--- src/rtl/sbrl_pkg.sv ---
`timescale 1ns / 1ps
// Shared types and constants for the size bounded recency list.
// No dependencies.
package sbrl_pkg;

	localparam int LIST_DEPTH_DEF = 64;
	localparam int ID_SPACE_DEF   = 1024;
	localparam int ID_W           = 10;
	localparam int SIZE_W         = 16;
	localparam int CAP_W          = 20;
	localparam int TOTAL_W        = 21;
	localparam int ACT_W          = 2;

	typedef enum logic [ACT_W-1:0] {
		ACT_INSERT = 2'd0,
		ACT_REMOVE = 2'd1,
		ACT_REPORT = 2'd2,
		ACT_CLEAR  = 2'd3
	} action_t;

	typedef enum logic [3:0] {
		ST_IDLE,
		ST_SRCH_RD,
		ST_SRCH_CHK,
		ST_SHIFT_RD,
		ST_SHIFT_WR,
		ST_FULL_CHK,
		ST_FULL_SUB,
		ST_APPEND,
		ST_EVICT_CHK,
		ST_EVICT_SUB,
		ST_REPORT_RD,
		ST_REPORT_OUT,
		ST_EMPTY
	} state_t;

	typedef struct packed {
		logic [SIZE_W-1:0] size;
		logic [ID_W-1:0]   id;
	} entry_t;

endpackage

--- src/rtl/size_bounded_recency_list_core.sv ---
`timescale 1ns / 1ps
// Size bounded recency list: list memory, sequencer and stream ports.
// Depends on sbrl_pkg.
//
// The list lives in one synchronous memory of LIST_DEPTH entries kept as a ring, oldest entry at
// the ring tail; a sequencer walks it one entry at a time. Insert and remove search the list and
// close a gap by shifting newer entries down; an insert then appends and evicts from the tail
// while the total exceeds the capacity. Report emits one transfer per resident entry, newest
// first, reading each entry only once the output register is free; an empty list yields a single
// transfer with list_empty set. Clear empties the list when taken. Input is taken only while the
// sequencer is idle; the output register lets the last result wait without blocking.
module size_bounded_recency_list_core
	import sbrl_pkg::*;
#(
	parameter int LIST_DEPTH = LIST_DEPTH_DEF,
	parameter int ID_SPACE   = ID_SPACE_DEF
) (
	input  logic             clk,
	input  logic             arst_n,
	input  logic             cfg_wr_en,
	input  logic [CAP_W-1:0] cfg_wr_data,
	input  logic             s_tvalid,
	output logic             s_tready,
	input  logic [31:0]      s_tdata,   // item_id [9:0], item_size [25:10], zero [31:26]
	input  logic [ACT_W-1:0] s_tuser,   // action [1:0]
	output logic             m_tvalid,
	input  logic             m_tready,
	output logic [15:0]      m_tdata,   // entry_id [9:0], zero [15:10]
	output logic             m_tuser,   // list_empty [0]
	output logic             m_tlast
);

	localparam int AW = (LIST_DEPTH > 1) ? $clog2(LIST_DEPTH) : 1;
	localparam int CW = $clog2(LIST_DEPTH + 1);

	entry_t              mem_q [LIST_DEPTH];
	entry_t              rdata_q;
	logic                rd_en;
	logic [CW-1:0]       rd_pos;
	logic                wr_en;
	logic [CW-1:0]       wr_pos;
	entry_t              wr_data;

	state_t              state_q, state_d;
	action_t             act_q, act_d;
	logic [ID_W-1:0]     id_q, id_d;
	logic [SIZE_W-1:0]   size_q, size_d;
	logic [CAP_W-1:0]    cap_q;
	logic [AW-1:0]       tail_q, tail_d;
	logic [CW-1:0]       count_q, count_d;
	logic [CW-1:0]       pos_q, pos_d;
	logic [TOTAL_W-1:0]  total_q, total_d;
	logic                out_valid_q, out_valid_d;
	logic [ID_W-1:0]     out_id_q, out_id_d;
	logic                out_empty_q, out_empty_d;
	logic                out_last_q, out_last_d;
	logic                out_free;
	logic                in_range;
	logic [AW-1:0]       tail_inc;

	function automatic logic [AW-1:0] ring_addr(input logic [AW-1:0] t, input logic [CW-1:0] p);
		logic [AW+1:0] s;
		s = {2'b00, t} + (AW+2)'(p);
		if (s >= (AW+2)'(LIST_DEPTH))
			s = s - (AW+2)'(LIST_DEPTH);
		return s[AW-1:0];
	endfunction

	always_ff @(posedge clk) begin
		if (wr_en)
			mem_q[ring_addr(tail_q, wr_pos)] <= wr_data;
		if (rd_en)
			rdata_q <= mem_q[ring_addr(tail_q, rd_pos)];
	end

	assign s_tready = (state_q == ST_IDLE);
	assign m_tvalid = out_valid_q;
	assign m_tdata  = {{(16-ID_W){1'b0}}, out_id_q};
	assign m_tuser  = out_empty_q;
	assign m_tlast  = out_last_q;
	assign out_free = !out_valid_q || m_tready;
	assign in_range = ({7'd0, s_tdata[ID_W-1:0]} < 17'(ID_SPACE));
	assign tail_inc = (tail_q == AW'(LIST_DEPTH - 1)) ? '0 : tail_q + AW'(1);

	always_comb begin
		state_d     = state_q;
		act_d       = act_q;
		id_d        = id_q;
		size_d      = size_q;
		tail_d      = tail_q;
		count_d     = count_q;
		pos_d       = pos_q;
		total_d     = total_q;
		out_valid_d = out_valid_q && !m_tready;
		out_id_d    = out_id_q;
		out_empty_d = out_empty_q;
		out_last_d  = out_last_q;
		rd_en       = 1'b0;
		rd_pos      = pos_q;
		wr_en       = 1'b0;
		wr_pos      = pos_q;
		wr_data     = rdata_q;
		case (state_q)
			ST_IDLE: begin
				if (s_tvalid) begin
					act_d  = action_t'(s_tuser);
					id_d   = s_tdata[ID_W-1:0];
					size_d = s_tdata[ID_W+SIZE_W-1:ID_W];
					pos_d  = '0;
					case (action_t'(s_tuser))
						ACT_INSERT, ACT_REMOVE: begin
							if (!in_range)
								state_d = ST_IDLE;
							else if (count_q != '0)
								state_d = ST_SRCH_RD;
							else if (action_t'(s_tuser) == ACT_INSERT)
								state_d = ST_FULL_CHK;
							else
								state_d = ST_IDLE;
						end
						ACT_REPORT: begin
							if (count_q == '0) begin
								state_d = ST_EMPTY;
							end else begin
								pos_d   = count_q - CW'(1);
								state_d = ST_REPORT_RD;
							end
						end
						default: begin
							count_d = '0;
							total_d = '0;
						end
					endcase
				end
			end
			ST_SRCH_RD: begin
				rd_en   = 1'b1;
				state_d = ST_SRCH_CHK;
			end
			ST_SRCH_CHK: begin
				if (rdata_q.id == id_q) begin
					total_d = total_q - TOTAL_W'(rdata_q.size);
					if (pos_q + CW'(1) < count_q) begin
						state_d = ST_SHIFT_RD;
					end else begin
						count_d = count_q - CW'(1);
						state_d = (act_q == ACT_INSERT) ? ST_FULL_CHK : ST_IDLE;
					end
				end else begin
					pos_d = pos_q + CW'(1);
					if (pos_q + CW'(1) < count_q)
						state_d = ST_SRCH_RD;
					else
						state_d = (act_q == ACT_INSERT) ? ST_FULL_CHK : ST_IDLE;
				end
			end
			ST_SHIFT_RD: begin
				rd_en   = 1'b1;
				rd_pos  = pos_q + CW'(1);
				state_d = ST_SHIFT_WR;
			end
			ST_SHIFT_WR: begin
				wr_en = 1'b1;
				pos_d = pos_q + CW'(1);
				if ((CW+1)'(pos_q) + (CW+1)'(2) < (CW+1)'(count_q)) begin
					state_d = ST_SHIFT_RD;
				end else begin
					count_d = count_q - CW'(1);
					state_d = (act_q == ACT_INSERT) ? ST_FULL_CHK : ST_IDLE;
				end
			end
			ST_FULL_CHK: begin
				if (count_q == CW'(LIST_DEPTH)) begin
					rd_en   = 1'b1;
					rd_pos  = '0;
					state_d = ST_FULL_SUB;
				end else begin
					state_d = ST_APPEND;
				end
			end
			ST_FULL_SUB: begin
				total_d = total_q - TOTAL_W'(rdata_q.size);
				tail_d  = tail_inc;
				count_d = count_q - CW'(1);
				state_d = ST_APPEND;
			end
			ST_APPEND: begin
				wr_en        = 1'b1;
				wr_pos       = count_q;
				wr_data.id   = id_q;
				wr_data.size = size_q;
				count_d      = count_q + CW'(1);
				total_d      = total_q + TOTAL_W'(size_q);
				state_d      = ST_EVICT_CHK;
			end
			ST_EVICT_CHK: begin
				if (total_q > {1'b0, cap_q} && count_q != '0) begin
					rd_en   = 1'b1;
					rd_pos  = '0;
					state_d = ST_EVICT_SUB;
				end else begin
					state_d = ST_IDLE;
				end
			end
			ST_EVICT_SUB: begin
				total_d = total_q - TOTAL_W'(rdata_q.size);
				tail_d  = tail_inc;
				count_d = count_q - CW'(1);
				state_d = ST_EVICT_CHK;
			end
			ST_REPORT_RD: begin
				if (out_free) begin
					rd_en   = 1'b1;
					state_d = ST_REPORT_OUT;
				end
			end
			ST_REPORT_OUT: begin
				out_valid_d = 1'b1;
				out_id_d    = rdata_q.id;
				out_empty_d = 1'b0;
				out_last_d  = (pos_q == '0);
				if (pos_q == '0) begin
					state_d = ST_IDLE;
				end else begin
					pos_d   = pos_q - CW'(1);
					state_d = ST_REPORT_RD;
				end
			end
			ST_EMPTY: begin
				if (out_free) begin
					out_valid_d = 1'b1;
					out_id_d    = '0;
					out_empty_d = 1'b1;
					out_last_d  = 1'b1;
					state_d     = ST_IDLE;
				end
			end
			default: begin
				state_d = ST_IDLE;
			end
		endcase
	end

	always_ff @(posedge clk or negedge arst_n) begin
		if (!arst_n) begin
			state_q     <= ST_IDLE;
			cap_q       <= '0;
			tail_q      <= '0;
			count_q     <= '0;
			total_q     <= '0;
			out_valid_q <= 1'b0;
		end else begin
			state_q     <= state_d;
			tail_q      <= tail_d;
			count_q     <= count_d;
			total_q     <= total_d;
			out_valid_q <= out_valid_d;
			if (cfg_wr_en)
				cap_q <= cfg_wr_data;
		end
	end

	always_ff @(posedge clk) begin
		act_q       <= act_d;
		id_q        <= id_d;
		size_q      <= size_d;
		pos_q       <= pos_d;
		out_id_q    <= out_id_d;
		out_empty_q <= out_empty_d;
		out_last_q  <= out_last_d;
	end

endmodule

--- config.mk ---
export PLATFORM = sky130hd
export DESIGN_NAME = size_bounded_recency_list_core
export DESIGN_NICKNAME = d
export VERILOG_FILES = /design/src/rtl/sbrl_pkg.sv /design/src/rtl/size_bounded_recency_list_core.sv
export SDC_FILE = /design/constraint.sdc
export NUM_CORES = 2
export LEC_CHECK = 0
export ABC_AREA = 1
export BUFFER_PORTS_ARGS = -buffer_cell sky130_fd_sc_hd__buf_2
export CAP_MARGIN = 40
export CORE_UTILIZATION = 40
export CTS_CLUSTER_DIAMETER = 80
export CTS_CLUSTER_SIZE = 20
export DETAILED_ROUTE_END_ITERATION = 12
export SLEW_MARGIN = 20
export SYNTH_ARGS = -nofsm -noshare
export SYNTH_HDL_FRONTEND = slang
export SYNTH_SLANG_ARGS = --single-unit
--- constraint.sdc ---
create_clock -name clk -period 13.85 [get_ports clk]
set_input_delay 1.385 -clock clk [delete_from_list [all_inputs] [get_ports clk]]
set_output_delay 1.385 -clock clk [all_outputs]
set_load 0.05 [all_outputs]
== Word-level counts from Yosys, hierarchy flattened ==
Memory sizes are Yosys's and may differ from the RTL's. A register that Yosys moved wholly into a read port is not among the register bits.
Cells that the tools add are included.
Word-level totals
  memories kept: 1
  output and inout port bits: 20
  register bits after elaboration: 106
  logic and storage cells: 141
  RAM bits: 1664
Memory list
  mem_q: words 64, bits a word 26, rd ports 1, clocked after memory_dff 1, wr ports 1, line size_bounded_recency_list_core.sv:36  | entry_t mem_q [LIST_DEPTH];
Operators by class
  eq/ne operators: 27
  $lt $le $gt $ge: 5
  add/subtract/negate cells: 12
  mux-type cells: 56
  reduce and logical (&&, ||, !) cells: 27
Operators by type and width (count)
  $mux 7: 13
  $pmux 21 s4: 1
  $mux 21: 3
  $pmux 4 s12: 1
  $pmux 7 s5: 1
  $mux 6: 5
  $pmux 7 s4: 1
  $mux 26: 1
  $mux 4: 6
  $add 21x16->21: 1
  $gt 21x20->1: 1
  $mux 3: 7
  $pmux 7 s3: 1
  $sub 21x16->21: 1
  $eq 4x4->1 const B: 5
  $pmux 10 s2: 1
  $ne 2x2->1 const B: 9
  $add 6x7->8: 2
  $eq 4x3->1 const B: 4
  $ge 8x7->1 const B: 2
  $add 7x1->7 const B: 2
  $logic_not 7->1: 2
  $sub 7x1->7 const B: 2
  $reduce_and 4->1: 3
  31 further kinds: 52

== Logic depth before layout (Yosys ltp) ==
  word-level depth: 8
  gate-level depth with buffers: 29
  depth with buffers taken out: 27

== Least setup slack after synthesis ==
No wires, ideal clock.
  kind: register to register
  start point: register state_q[3]
  end point: memory mem_q[0][10] (netlist name) (data pin)
  arrival: 3.765 ns
  slack: 9.383 ns
  buffers on the path: 2
  setup time: 0.702 ns
  cell stages (with the launch flop): 8
  clock period less this slack: 4.467 ns
  cells stage by stage: dfrtp_1 inv_1 nand2_1 nor2_1 buf_2 inv_1 clkbuf_1 o21ai_0
RTL lines
  start: declaration: line size_bounded_recency_list_core.sv:44  | state_t state_q, state_d;
  start signal: assignment: line size_bounded_recency_list_core.sv:253  | state_q <= state_d;
  end: declaration: line size_bounded_recency_list_core.sv:36

== Worst setup path in the final report ==
  start point: register total_q[19]
  end point: register rdata_q[22] (netlist name)
Between the ends
  word-level cells in the longest chain between the ends: 8
  elaborated cells between the ends (all ways): 11
  those cells by class: add/sub (2); order compare (2); mux (6); reduce/logical (1)
RTL lines
  start: declaration: line size_bounded_recency_list_core.sv:52  | logic [TOTAL_W-1:0] total_q, total_d;
  start signal: assignment: line size_bounded_recency_list_core.sv:256  | total_q <= total_d;
  $gt 21x20->1 *: line size_bounded_recency_list_core.sv:197  | if (total_q > {1'b0, cap_q} && count_q != '0) begin
  $logic_and 1x1->1 *: line size_bounded_recency_list_core.sv:197
  $mux 7: line size_bounded_recency_list_core.sv:197
  $pmux 7 s3: line size_bounded_recency_list_core.sv:103  | case (state_q)
  $add 6x7->8: line size_bounded_recency_list_core.sv:63  | s = {2'b00, t} + (AW+2)'(p);
  $ge 8x7->1 or $sub 6x1->6 (tied branches): line size_bounded_recency_list_core.sv:64, size_bounded_recency_list_core.sv:65
  $mux 6: line size_bounded_recency_list_core.sv:64  | if (s >= (AW+2)'(LIST_DEPTH))
  $mux 6: line size_bounded_recency_list_core.sv:72  | if (rd_en)
Every way passes the cells marked *; elsewhere a longest branch is shown, timed or not. The select of a mux whose other input is x is not followed.
A chain may end at the register's enable or synchronous reset.

==> results.ini <==
[setup_path]
end_kind = register
worstPathMaxFanout = 128
reg2reg_depth = 26
startpoint_type = register
criticalPathCategory = reg2reg
arrival_ns = 7.84
cp.required_ns = 14.46

[global_routing]
grt_max_degree = 223
grt_usage = 0.203
overflow = 0
antenna_found_initial = 8
grt_pass1_wl_mm = 286
grt_pass1_vias = 43300

[layout]
syn_to_final_growth_pct = 9.24
final-seq-area_mm2 = 0.0536
n_fill_cell = 16700
multi_input_area_mm2 = 0.0193
nNetsFinal = 6010
drive_gt1_frac = 0.0810

[clocking]
cts_resized = 0
cts.htree.levels = 3
cts_tree = built
cts_sinks = 1796
clock_path_buffers = 3
ctsHoldBuffers = 0
cts.clk_slew.worst_paths_ns = 0.09
post_cts_buffers = 0
cts_root_buf = clkbuf_16
cts_buffers = 104
clk_latency_ns = 0.78

[sta]
min_period_ns = 7.23
fmax_mhz = 138
final.setup.tns_ns = 0
slew_violations = 0
relSlewSlack = 0.263
rsz0062_at_grt = no
finalCritPeriodShare = 0.522
hold_violations = 0
worst_pin_slew_ns = 1.10
finClkSkew_ns = 0.0483
setup_viol = 0

[drt]
vias_per_cell = 5.59
routedWlPerCell_um = 23.1
wl_mm = 194
drc = 0
drtPass1Iterations = 7
dr_total_vias = 46900
dr.first_iter.drc_count = 5008
ant_nets = 0

[die]
die_area_mm2 = 0.188
row_count = 158
core_area_mm2 = 0.185
die_y_um = 434
start_util = 0.403
ios = 79
die_x_um = 434

[synth]
synth_area_leaders = edfxtp_1, nor2_1, o21ai_0
postSynthAreaPerCell_um2 = 12.6
yosys_warnings = 0
async_flop_share = 0.0329
synth_seq_area_share = 0.718
synth_area_leader_cell = edfxtp_1
netlist_area_mm2 = 0.0747
ys.flop_type = edfxtp_1
synth_cell_types = 57
synth-edff-count = 1737
netlist_instances = 5927
synth_top_area_frac = 0.699
ys_ff_latch = 1796

[outcome]
status = finished clean

[worst_hold_path]
hold_class = reg2reg
min_path_cells = 2

[place]
dpl.hpwl_mm = 108
port_buffers = 66
place_congestion = 0.911

[job]
cap_violations = 0

-- logic make-up (layout without fill, tap and decap cells) --
| logic type | Yosys count | in the layout | share of synthesized area |
|---|---|---|---|
| and+or+nand+nor | 1867 | 1867 | 0.100 |
| DFF | 1796 | 1796 | 0.718 |
| AOI/OAI and AO/OA | 1524 | 1524 | 0.122 |
| buffers and inverters | 544 | 524 | 0.0310 |
| muxes | 79 | 79 | 0.0106 |
| adders and majority gates | 75 | 75 | 0.0129 |
| xor gates and xnor gates | 41 | 41 | 0.00491 |
| other | 1 | 7 | 0.0000502 |
-- final cells by class --
class,count,share of cell area
clock buffer,123,0.0337
inverter,165,0.00784
tap,2480,0.0380
multi-input combinational,3592,0.236
clock inverter,19,0.00238
antenna,1,0.0000307
timing repair buffer,217,0.0238
sequential,1796,0.658
-- cells in the mapped netlist, types with 14 or more instances --
| library cell | count |
|---|---|
| a31oi_1 | 80 |
| o221ai_1 | 80 |
| a21oi_1 | 52 |
| mux2i_1 | 78 |
| nand3_1 | 233 |
| nand2_1 | 327 |
| dfrtp_1 | 59 |
| o21ai_0 | 858 |
| a21boi_1 | 26 |
| edfxtp_1 | 1737 |
| o211ai_1 | 342 |
| clkbuf_1 | 202 |
| inv_1 | 151 |
| buf_1 | 26 |
| nor2_1 | 1259 |
| inv_2 | 14 |
| o21ai_1 | 23 |
| buf_4 | 19 |
| xor2_1 | 34 |
| buf_2 | 126 |
| a22oi_1 | 29 |
| ha_1 | 72 |
-- final timing paths --
| check | from | end | slack [ns] |
|---|---|---|---|
| max | total_q[19]$_DFFE_PN0P_ | rdata_q[22]$_DFFE_PP_ | 6.62 |
| min | total_q[0]$_DFFE_PN0P_ | total_q[0]$_DFFE_PN0P_ | 0.51 |
| max reg2reg | total_q[19]$_DFFE_PN0P_ | rdata_q[22]$_DFFE_PP_ | 6.62 |
| min reg2reg | total_q[0]$_DFFE_PN0P_ | total_q[0]$_DFFE_PN0P_ | 0.51 |
| max in group asynchronous | arst_n | cap_q[14]$_DFFE_PN0P_ | 12.78 |
| min in group asynchronous | arst_n | count_q[0]$_DFFE_PN0P_ | 0.54 |
-- placed cells by master, fill, tap and decap left out, types with 25 or more instances in the layout --
cell type  instances
a21boi_1          26
a21oi_1           52
a22oi_1           29
a31oi_1           80
buf_2             66
buf_4            119
clkbuf_16        107
dfrtp_1           59
edfxtp_1        1737
ha_1              71
inv_1            150
mux2i_1           78
nand2_1          325
nand3_1          233
nor2_1          1193
nor2_2            60
o211ai_1         342
o21ai_0          833
o21ai_4           25
o221ai_1          80
xor2_1            33
-- worst max-delay path, cell delays in order, from the launching register on --
cell and delay (ns):
dfrtp_1 0.41, ha_1 0.33, nand2_1 0.06, nor2_1 0.12, nand2_1 0.12, nor2_1 0.26
nand2_1 0.09, nand3_1 0.17, nand2_1 0.08, nand2_1 0.09, nand2_2 0.09, nand2_1 0.06
o21ai_0 0.18, ha_4 0.72, buf_4 0.71, buf_12 0.41, buf_4 0.39, buf_16 0.29
buf_4 0.57, nor2_1 0.10, nor2_1 0.10, o21ai_0 0.11, o211ai_1 0.15, a31oi_1 0.17
a22oi_1 0.65, nand2_1 0.11, nand2_1 0.14
-- state kept, by name, indices dropped and copies added, names as in the netlist, 4 cells and up --
name and cells:
id_q 10, count_q 7, pos_q 7, mem_q 1664, size_q 16, total_q 21, rdata_q 26, cap_q 20
state_q 4, out_id_q 10, tail_q 6
-- layer usage --
layer  up-vias  part of all wire  track usage
met2      1664              0.46        0.319
met5         -                 0            0
met4         0             0.021       0.0525
met3       211             0.074       0.0293
met1     23400              0.44        0.294
li1      21600                 -            -
-- per-stage QoR --
stage | cells | hold WS, ns | setup WS [ns] | instance area, µm² | utilization
finish | 8393 | 0.510 | 6.62 | 81600 | 0.440
global route | 8393 | 0.548 | 6.18 | 81600 | 0.440
CTS | 8382 | 0.521 | 6.75 | 81300 | 0.439
detailed placement | 8240 | 0.501 | 6.77 | 78400 | 0.423
global placement | 8224 | 0.470 | 6.49 | 78000 | 0.421
floorplan | 5932 | 0.453 | 9.38 | 74700 | -
Power is left out: the tool's default activity adds up to more than one toggle a clock period on the data nets, which glitch-free logic cannot reach.
